$ cat src/efsd_pkg.sv
package efsd_pkg;

  // Widths fixed by the item fields and the configuration register.
  localparam int DATA_W          = 32;
  localparam int CFG_W           = 7;
  localparam int MAX_SERVERS_DEF = 64;

  localparam logic [DATA_W-1:0] SAT_MAX = {DATA_W{1'b1}};

  // Operation broadcast to every cell of the chain.
  typedef enum logic [1:0] {
    OP_NONE,
    OP_DROP,
    OP_TRIM,
    OP_INSERT
  } cell_op_t;

  // Sequencer states of the top level.
  typedef enum logic [1:0] {
    ST_IDLE,
    ST_DECIDE,
    ST_INSERT
  } state_t;

  // Control word shared by all cells.
  typedef struct packed {
    cell_op_t          op;
    logic [DATA_W-1:0] key;
  } cell_ctrl_t;

  // What one cell hands to its neighbour further down the chain.
  typedef struct packed {
    logic              valid;
    logic              keep;
    logic [DATA_W-1:0] val;
  } cell_link_t;

  // Addition that sticks at the maximum instead of wrapping.
  function automatic logic [DATA_W-1:0] sat_add(input logic [DATA_W-1:0] a,
                                                input logic [DATA_W-1:0] b);
    logic [DATA_W:0] s;
    s = {1'b0, a} + {1'b0, b};
    return s[DATA_W] ? SAT_MAX : s[DATA_W-1:0];
  endfunction

endpackage

$ cat src/efsd_cell.sv
module efsd_cell (
  input  logic                 clk,
  input  logic                 rst,
  input  efsd_pkg::cell_ctrl_t ctrl,
  input  efsd_pkg::cell_link_t prev,
  input  logic                 next_valid,
  output efsd_pkg::cell_link_t link_out,
  output logic [efsd_pkg::DATA_W-1:0] tail_val
);

  logic [efsd_pkg::DATA_W-1:0] val;
  logic                        valid;
  logic                        keep;
  logic                        last;

  // The chain is sorted in descending order with the valid entries first,
  // so a cell keeps its place on insert when it holds a value not below the key.
  assign keep = valid && (val >= ctrl.key);
  assign last = valid && !next_valid;

  assign link_out.valid = valid;
  assign link_out.keep  = keep;
  assign link_out.val   = val;

  // Only the last valid cell, which holds the earliest finish time, shows its value.
  assign tail_val = last ? val : '0;

  // Cell update for the broadcast operation.
  always_ff @(posedge clk) begin
    if (rst) begin
      valid <= 1'b0;
    end else begin
      case (ctrl.op)
        efsd_pkg::OP_DROP: begin
          valid <= valid && (val > ctrl.key);
        end
        efsd_pkg::OP_TRIM: begin
          if (last) begin
            valid <= 1'b0;
          end
        end
        efsd_pkg::OP_INSERT: begin
          if (!keep) begin
            if (prev.keep) begin
              val   <= ctrl.key;
              valid <= 1'b1;
            end else begin
              val   <= prev.val;
              valid <= prev.valid;
            end
          end
        end
        default: begin
        end
      endcase
    end
  end

endmodule

$ cat config.mk
export PLATFORM = sky130hd
export DESIGN_NAME = efsd_cell
export DESIGN_NICKNAME = d
export VERILOG_FILES = /design/src/efsd_pkg.sv /design/src/efsd_cell.sv
export SDC_FILE = /design/constraint.sdc
export NUM_CORES = 1
export LEC_CHECK = 0
export ABC_AREA = 0
export BUFFER_PORTS_ARGS = -buffer_cell sky130_fd_sc_hd__buf_2
export CORE_AREA = 10 10 86 88
export CTS_CLUSTER_DIAMETER = 200
export DETAILED_ROUTE_END_ITERATION = 6
export DIE_AREA = 0 0 96 98
export GPL_TIMING_DRIVEN = 0
export PLACE_DENSITY = 0.9
export SYNTH_ARGS = -nofsm -noshare
export SYNTH_HDL_FRONTEND = slang
export SYNTH_SLANG_ARGS = --single-unit
$ cat constraint.sdc
create_clock -name clk -period 4.25 [get_ports clk]
set_input_delay 0 -clock clk [delete_from_list [all_inputs] [get_ports clk]]
set_output_delay 0 -clock clk [all_outputs]
set_load 0.1 [all_outputs]
==> impl_metrics.csv, run 1 <==
group,metric,value,unit
grt,grt_use_total,15.26,%
die,ios,137,
setup_path,slowest_stage,"o22ai_4",
drt,drt_pass1_iterations,4,
power,power.leakage,1.755,nW
synth,synth_cell_type_count,41,
setup_path,worstSetupStartpoint,"val[13]$_DFFE_PP_",
synth,yosysWarnings,0,
setup_path,slowest_delay,0.51,ns
clocking,ctsResizeCount,0,
clocking,numCtsBuffers,5,
finish,area_delta_synth_final,34.98,%
power,cellPowerDensity,278.9,mW/mm^2
clocking,cts-root-buf,"clkbuf_8",
finish,layout_common_cells,"buf_2 (138), inv_1 (33), ha_1 (32), edfxtp_1 (32), and2_1 (31)",
drt,vias,2287,
min_path,min_from,"prev[31]",
setup_path,r2r-start,"val[13]$_DFFE_PP_",
drt,drc_errors,0,
finish,diodes,0,
setup_path,rr_worst_depth,7,
job,drv_cap,0,
timing,slew_headroom,54.96,%
power,intPower,0.5942,mW
placed_design,portBuffers,135,
power,ir_worst_vdd,0.0001532,V
setup_path,critPathBufInv,1,
drt,wire_per_inst,16.24,microns
timing,finalSetupViolations,0,
synth,syn_nets,341,
grt,grt_start_max_net_pins,18,
setup_path,r2r_slack,1.43,ns
power,p_sw,0.3670,mW
clocking,hold_buffers,0,
synth,synth_ff_type,"edfxtp_1",
die,rows,28,
synth,avgSynthCellArea,10.73,sq um
timing,hold_viol_final,0,
clocking,cts_buffer_depth,2,
drt,wl,7.421,mm
setup_path,crit_fanout,17,
power,sequentialPowerShare,41.0,%
setup_path,worstSetupPathType,"reg -> reg",
placed_design,dp.cells,449,
timing,final.min_clock_period,2.817,ns
drt,vias_per_cell,5.004,
power,pwr-share-clk,23.4,%
clocking,clk_latency,0.28,ns
synth,syn_area,0.002554,sq mm
finish,nNetsFinal,484,
timing,skew,0.009555,ns
drt,drt_iter0_drc,65,
synth,synthCells,238,
finish,post-route-cell-area,0.003447,sq mm
grt,grt_pass1_wl,11.70,mm
synth,ys_ff_latch,33,
timing,slew_violations,0,
setup_path,crit_arrival,2.80,ns
timing,period_share,66.28,%
grt,antenna_found_initial,0,
finish,regArea,980.9,sq um
finish,final_common_cell,"buf_2",
min_path,hold_path.class,"in -> reg",
synth,async_flop_share,0,%
synth,synth_seq_area_share,38.41,%
setup_path,path_cells,"ha_1 -> nand4_1 -> nor2_1 -> a221o_1 -> o31a_1 -> o22ai_4 -> buf_16",
setup_path,r2r_end,"val[13]$_DFFE_PP_",
die,die_area,0.009408,sq mm
placed_design,dpl.hpwl,6.361,mm
die,core,0.005746,sq mm
power,total_power,0.9612,mW
placed_design,place_area,0.003364,sq mm
timing,max_freq,355.0,MHz
finish,fill_cells,511,
die,start_util,44.45,%
clocking,path_clk_slew,0.07,ns
finish,drive_gt1_share,48.95,%
finish,multi_input_area,0.001414,sq mm
timing,max_slew.worst_pin.slew,0.6756,ns
setup_path,crit_family,"compound AO/OA/AOI/OAI gates",
status,status,"finished clean",
timing,rsz0062_at_grt,"false",
setup_path,endpoint,"val[13]$_DFFE_PP_",
placed_design,routabilityCongestion,0.8125,
power,netSwitchingFraction,38.18,%
clocking,clock-sinks,33,
grt,grt_pass1_vias,2528,
die,die_h,98,microns
setup_path,cp-start-kind,"flip-flop",
grt,overflow,0,
setup_path,crit_required,4.23,ns
setup_path,end_kind,"flip-flop",
power,combPwrFrac,35.6,%
timing,fin_tns_setup,0,ns
clocking,htree_levels,2,
clocking,cts_tree,"done",
synth,synth-edff-count,32,
finish,instances_no_fill,457,
setup_path,cp.depth,7,
drt,ant_nets,0,
clocking,cts_setup_buffers,0,
die,fp.dieW,96,microns
-- sequential cells by signal (all words and copies together) (netlist names) --
signal	flops
valid	1
val	32
-- cell families (layout without fill, tap and decap cells) --
family,after synthesis,in the layout,share of synthesized area (%)
AOI/OAI and AO/OA,33,33,8.428
adders and majority gates,32,32,15.68
buffers and inverters,43,187,6.761
DFF,33,33,38.41
muxes,32,32,14.11
and+or+nand+nor,65,65,16.61
-- metal layers --
layer,wire length (microns),up-vias,share of wire (%),global-route usage (%)
li1,-,1141,-,-
met1,2719,1060,37,15.11
met2,4014,79,54,29.21
met3,618,7,8.3,4.671
met4,69,0,0.93,3.859
met5,0,-,0,0
-- metrics by stage --
stage | setup WS, ns | hold WS, ns | util (%)
floorplan | 0.02782 | 0.2009 | -
global placement | -0.2525 | 0.2840 | 57.84
detailed placement | 1.415 | 0.3020 | 58.56
CTS | 1.408 | 0.005344 | 60.00
global route | 1.289 | 0.01366 | 60.00
finish | 1.433 | 0.01070 | 60.00
-- worst min-delay path by stage --
stage | endpoint | slack, ns | cells past startpoint
after floorplan | val[0]$_DFFE_PP_ | 0.20 | 1
after global placement | val[0]$_DFFE_PP_ | 0.28 | 2
after detailed placement | val[0]$_DFFE_PP_ | 0.30 | 2
after CTS | val[31]$_DFFE_PP_ | 0.005 | 2
after global routing | val[31]$_DFFE_PP_ | 0.01 | 2
final | val[31]$_DFFE_PP_ | 0.01 | 2
-- layout make-up --
type                    instances  share of cell area [%]
clock buffers                   6                   2.105
clock inverters                 2                  0.2904
plain buffers                   9                   1.307
multi-input cells             162                   41.02
well taps                      75                   2.722
repair buffers                136                   20.40
inverters                      34                   3.702
flip-flops and latches         33                   28.46
-- synth_stat cells (2+ instances only) --
cell type,n,area (sq um)
buf_4,2,15.01
a31oi_1,3,18.77
mux2_2,30,337.8
clkbuf_1,4,15.01
and2_1,31,193.9
nand4_1,5,31.28
inv_1,33,123.9
o21ai_0,2,10.01
a21oi_1,14,70.07
mux2_1,2,22.52
ha_1,32,400.4
o31a_1,2,17.52
nand3_1,4,20.02
nand2_1,4,15.01
edfxtp_1,32,960.9
nor2_1,8,30.03
nor3_1,2,10.01
buf_2,3,15.01
a21o_1,2,15.01
nand4_2,2,25.02
-- power groups by stage --
stage               clock [mW]  sequential [mW]  combinational, mW
floorplan                    0            0.515              0.142
global placement             0            0.401              0.331
CTS                      0.234            0.394              0.345
global route             0.248            0.396              0.367
detailed placement           0            0.401              0.344
finish                   0.225            0.394              0.342
No activity file was read; power rests on OpenSTA's default activity.
==> run 2, diff against run 1 <==
==> config.mk (replaced) <==
export PLATFORM = sky130hd
export DESIGN_NAME = efsd_cell
export DESIGN_NICKNAME = d
export VERILOG_FILES = /design/src/efsd_pkg.sv /design/src/efsd_cell.sv
export SDC_FILE = /design/constraint.sdc
export NUM_CORES = 1
export LEC_CHECK = 0
export ABC_AREA = 1
export BUFFER_PORTS_ARGS = -buffer_cell sky130_fd_sc_hd__buf_2
export CORE_AREA = 10 10 90 92
export CTS_CLUSTER_DIAMETER = 200
export DETAILED_ROUTE_END_ITERATION = 6
export DIE_AREA = 0 0 100 102
export GPL_TIMING_DRIVEN = 0
export PLACE_DENSITY = 0.86
export SYNTH_ARGS = -nofsm -noshare
export SYNTH_HDL_FRONTEND = slang
export SYNTH_SLANG_ARGS = --single-unit
==> constraint.sdc (replaced) <==
create_clock -name clk -period 2.27 [get_ports clk]
set_input_delay 0 -clock clk [delete_from_list [all_inputs] [get_ports clk]]
set_output_delay 0 -clock clk [all_outputs]
set_load 0.1 [all_outputs]
==> impl_metrics.csv, run 2 <==
group,metric,value,unit
timing,skew,0.01031,ns
timing,hold_viol_final,0,
status,status,"finished clean",
grt,antenna_found_initial,0,
clocking,numCtsBuffers,5,
clocking,htree_levels,2,
placed_design,dpl.hpwl,6.868,mm
drt,wire_per_inst,15.34,microns
setup_path,crit_required,2.27,ns
finish,final_common_cell,"buf_2",
timing,final.min_clock_period,2.247,ns
timing,hold_slack,0.007889,ns
setup_path,r2r_end,"val[30]$_DFFE_PP_",
drt,ant_nets,0,
drt,drt_pass1_iterations,4,
finish,fill_cells,519,
clocking,clock-sinks,33,
synth,syn_nets,441,
setup_path,crit_arrival,2.25,ns
die,die_h,102,microns
synth,synth.area.top_cells,"edfxtp_1 (38%), ha_1 (16%), inv_1 (12%), nand2_1 (11%), o21ai_0 (6.7%)",
synth,synth_commonest_cells,"inv_1 (78), nand2_1 (72), nor2_1 (41)",
finish,layout_common_cells,"buf_2 (123), inv_1 (77), nand2_1 (71)",
clocking,path_clk_slew,0.06,ns
die,start_util,40.48,%
synth,yosys.cell_count.top_type,"inv_1",
die,core,0.006277,sq mm
power,total_power,1.804,mW
grt,overflow,0,
setup_path,worstSetupPathType,"reg -> reg",
placed_design,place_area,0.003448,sq mm
finish,reg_top3,"val: 32 flops, valid: 1 flops",
min_path,hold_path.class,"in -> reg",
finish,largest_reg_flops,32,
grt,grt_pass1_vias,2879,
timing,slew_violations,0,
grt,grt_start_max_net_pins,19,
setup_path,crit_fanout,6,
drt,vias_per_cell,4.726,
synth,avgSynthCellArea,7.518,sq um
synth,synth_seq_area_share,38.60,%
timing,rsz0062_at_grt,"true",
setup_path,r2r_slack,0.02,ns
finish,area_delta_synth_final,56.23,%
synth,syn_area,0.002541,sq mm
setup_path,critPathBufInv,3,
setup_path,r2r-start,"val[23]$_DFFE_PP_",
power,power.leakage,2.137,nW
timing,max_freq,445.0,MHz
synth,synth_top_area_cell,"edfxtp_1",
drt,wl,9.005,mm
setup_path,cp-start-kind,"flip-flop",
synth,ys_ff_latch,33,
timing,finalSetupViolations,0,
power,ir_worst_vdd,0.0002756,V
synth,yosysWarnings,0,
clocking,cts_buffer_depth,2,
timing,max_slew.worst_pin.slew,0.7444,ns
setup_path,end_kind,"flip-flop",
finish,drive_gt1_share,43.81,%
setup_path,slowest_stage,"edfxtp_1",
finish,post-route-cell-area,0.003970,sq mm
die,rows,29,
finish,nNetsFinal,612,
min_path,min_from,"prev[19]",
finish,fin_util,63.25,%
min_path,hold_depth,3,
placed_design,routabilityCongestion,0.8015,
synth,netlist.area_leader.share,37.81,%
synth,synth-edff-count,32,
drt,drc_errors,0,
synth,async_flop_share,0,%
drt,vias,2774,
die,die_area,0.01020,sq mm
finish,top_register,"val",
synth,synth_ff_type,"edfxtp_1",
clocking,cts_tree,"done",
drt,drt_iter0_drc,111,
timing,period_share,99.00,%
setup_path,path_cells,"ha_1 -> a21oi_1 -> o21a_1 -> nand2_1 -> a21oi_2 -> nand3_2 -> nand2_1 -> inv_2 -> nor3_4 -> buf_6 -> clkbuf_16",
job,drv_cap,0,
timing,slew_headroom,50.37,%
power,cellPowerDensity,454.4,mW/mm^2
synth,synth_cell_type_count,24,
setup_path,cp.depth,11,
die,ios,137,
placed_design,portBuffers,136,
setup_path,crit_top_cell,"nand2_1",
setup_path,rr_worst_depth,11,
setup_path,slowest_delay,0.39,ns
setup_path,crit_family,"compound AO/OA/AOI/OAI gates",
min_path,hold_path_end,"val[19]$_DFFE_PP_",
clocking,clk_latency,0.28,ns
synth,synthCells,338,
grt,grt_pass1_wl,13.28,mm
die,fp.dieW,100,microns
clocking,cts-root-buf,"clkbuf_8",
timing,fin_tns_setup,0,ns
grt,grt_use_total,15.83,%
[run 2: how the worst max path moves through the flow]
stage | startpoint | to
2_1_floorplan | val[7]$_DFFE_PP_ | val[0]$_DFFE_PP_
3_3_place_gp | val[15]$_DFFE_PP_ | val[15]$_DFFE_PP_
3_5_place_dp | val[17]$_DFFE_PP_ | val[17]$_DFFE_PP_
4_1_cts | val[17]$_DFFE_PP_ | val[17]$_DFFE_PP_
5_1_grt | val[22]$_DFFE_PP_ | val[1]$_DFFE_PP_
6_report | val[23]$_DFFE_PP_ | val[30]$_DFFE_PP_
[run 2: cell families (layout without fill, tap and decap cells)]
kind of cell             count (synthesis)  count (layout)  synth area share (%)
adder cells (fa/ha/maj)                 32              32                 15.76
AO/OA/AOI/OAI                           53              53                 10.98
buffers and inverters                   91             262                 13.74
AND/OR/NAND/NOR                        129             129                 20.93
other                                    0               1                     0
flip-flops                              33              33                 38.60
[run 2: final cells by class]
type                       instances  area (sq um)  area share [%]
multi-input combinational        214          1434           36.12
timing repair buffer             164          1028           25.91
sequential                        33         980.9           24.71
inverter                          79         296.5           7.469
tap                               77         96.34           2.427
clock buffer                       6         72.57           1.828
buffer                            12         55.05           1.387
clock inverter                     1         3.754         0.09455
antenna                            1         2.502         0.06303
[run 2: timing repair]
| item | in CTS | in global routing |
|---|---|---|
| setup endpoints to repair | 33 | 62 |
| resized for setup | 5 | 33 |
| buffers inserted | 5 | 10 |
| endpoints found under the hold margin | 9 | 0 |
| pin swaps | 3 | 9 |
| hold buffers | 9 | 0 |
| gates cloned | 0 | 3 |
[run 2: metal layers]
metal / track usage [%] / up-vias / wire [microns]
li1: - / 1397 / -
met1: 16.31 / 1256 / 3521
met2: 29.47 / 108 / 4724
met3: 4.926 / 13 / 587
met4: 5.870 / 0 / 171
met5: 0 / - / 0
[run 2: worst register-to-register path: stages, from the launching register on]
cell and delay [ns]:
edfxtp_1 0.39, ha_1 0.32, a21oi_1 0.15, o21a_1 0.14
nand2_1 0.06, a21oi_2 0.22, nand3_2 0.11, nand2_1 0.08
inv_2 0.05, nor3_4 0.11, buf_6 0.19, clkbuf_16 0.17
[run 2: per-stage QoR]
step	setup slack, ns	cells
after global placement	-0.8070	551
after global routing	-0.08577	586
final	0.02272	587
after floorplan	-0.8823	338
after CTS	-0.05895	573
after detailed placement	-0.5108	552
[run 2: report_power, final]
group | internal, mW | switching, mW | total [mW]
clock | 0.207 | 0.213 | 0.419
sequential | 0.698 | 0.0167 | 0.715
combinational | 0.202 | 0.468 | 0.670
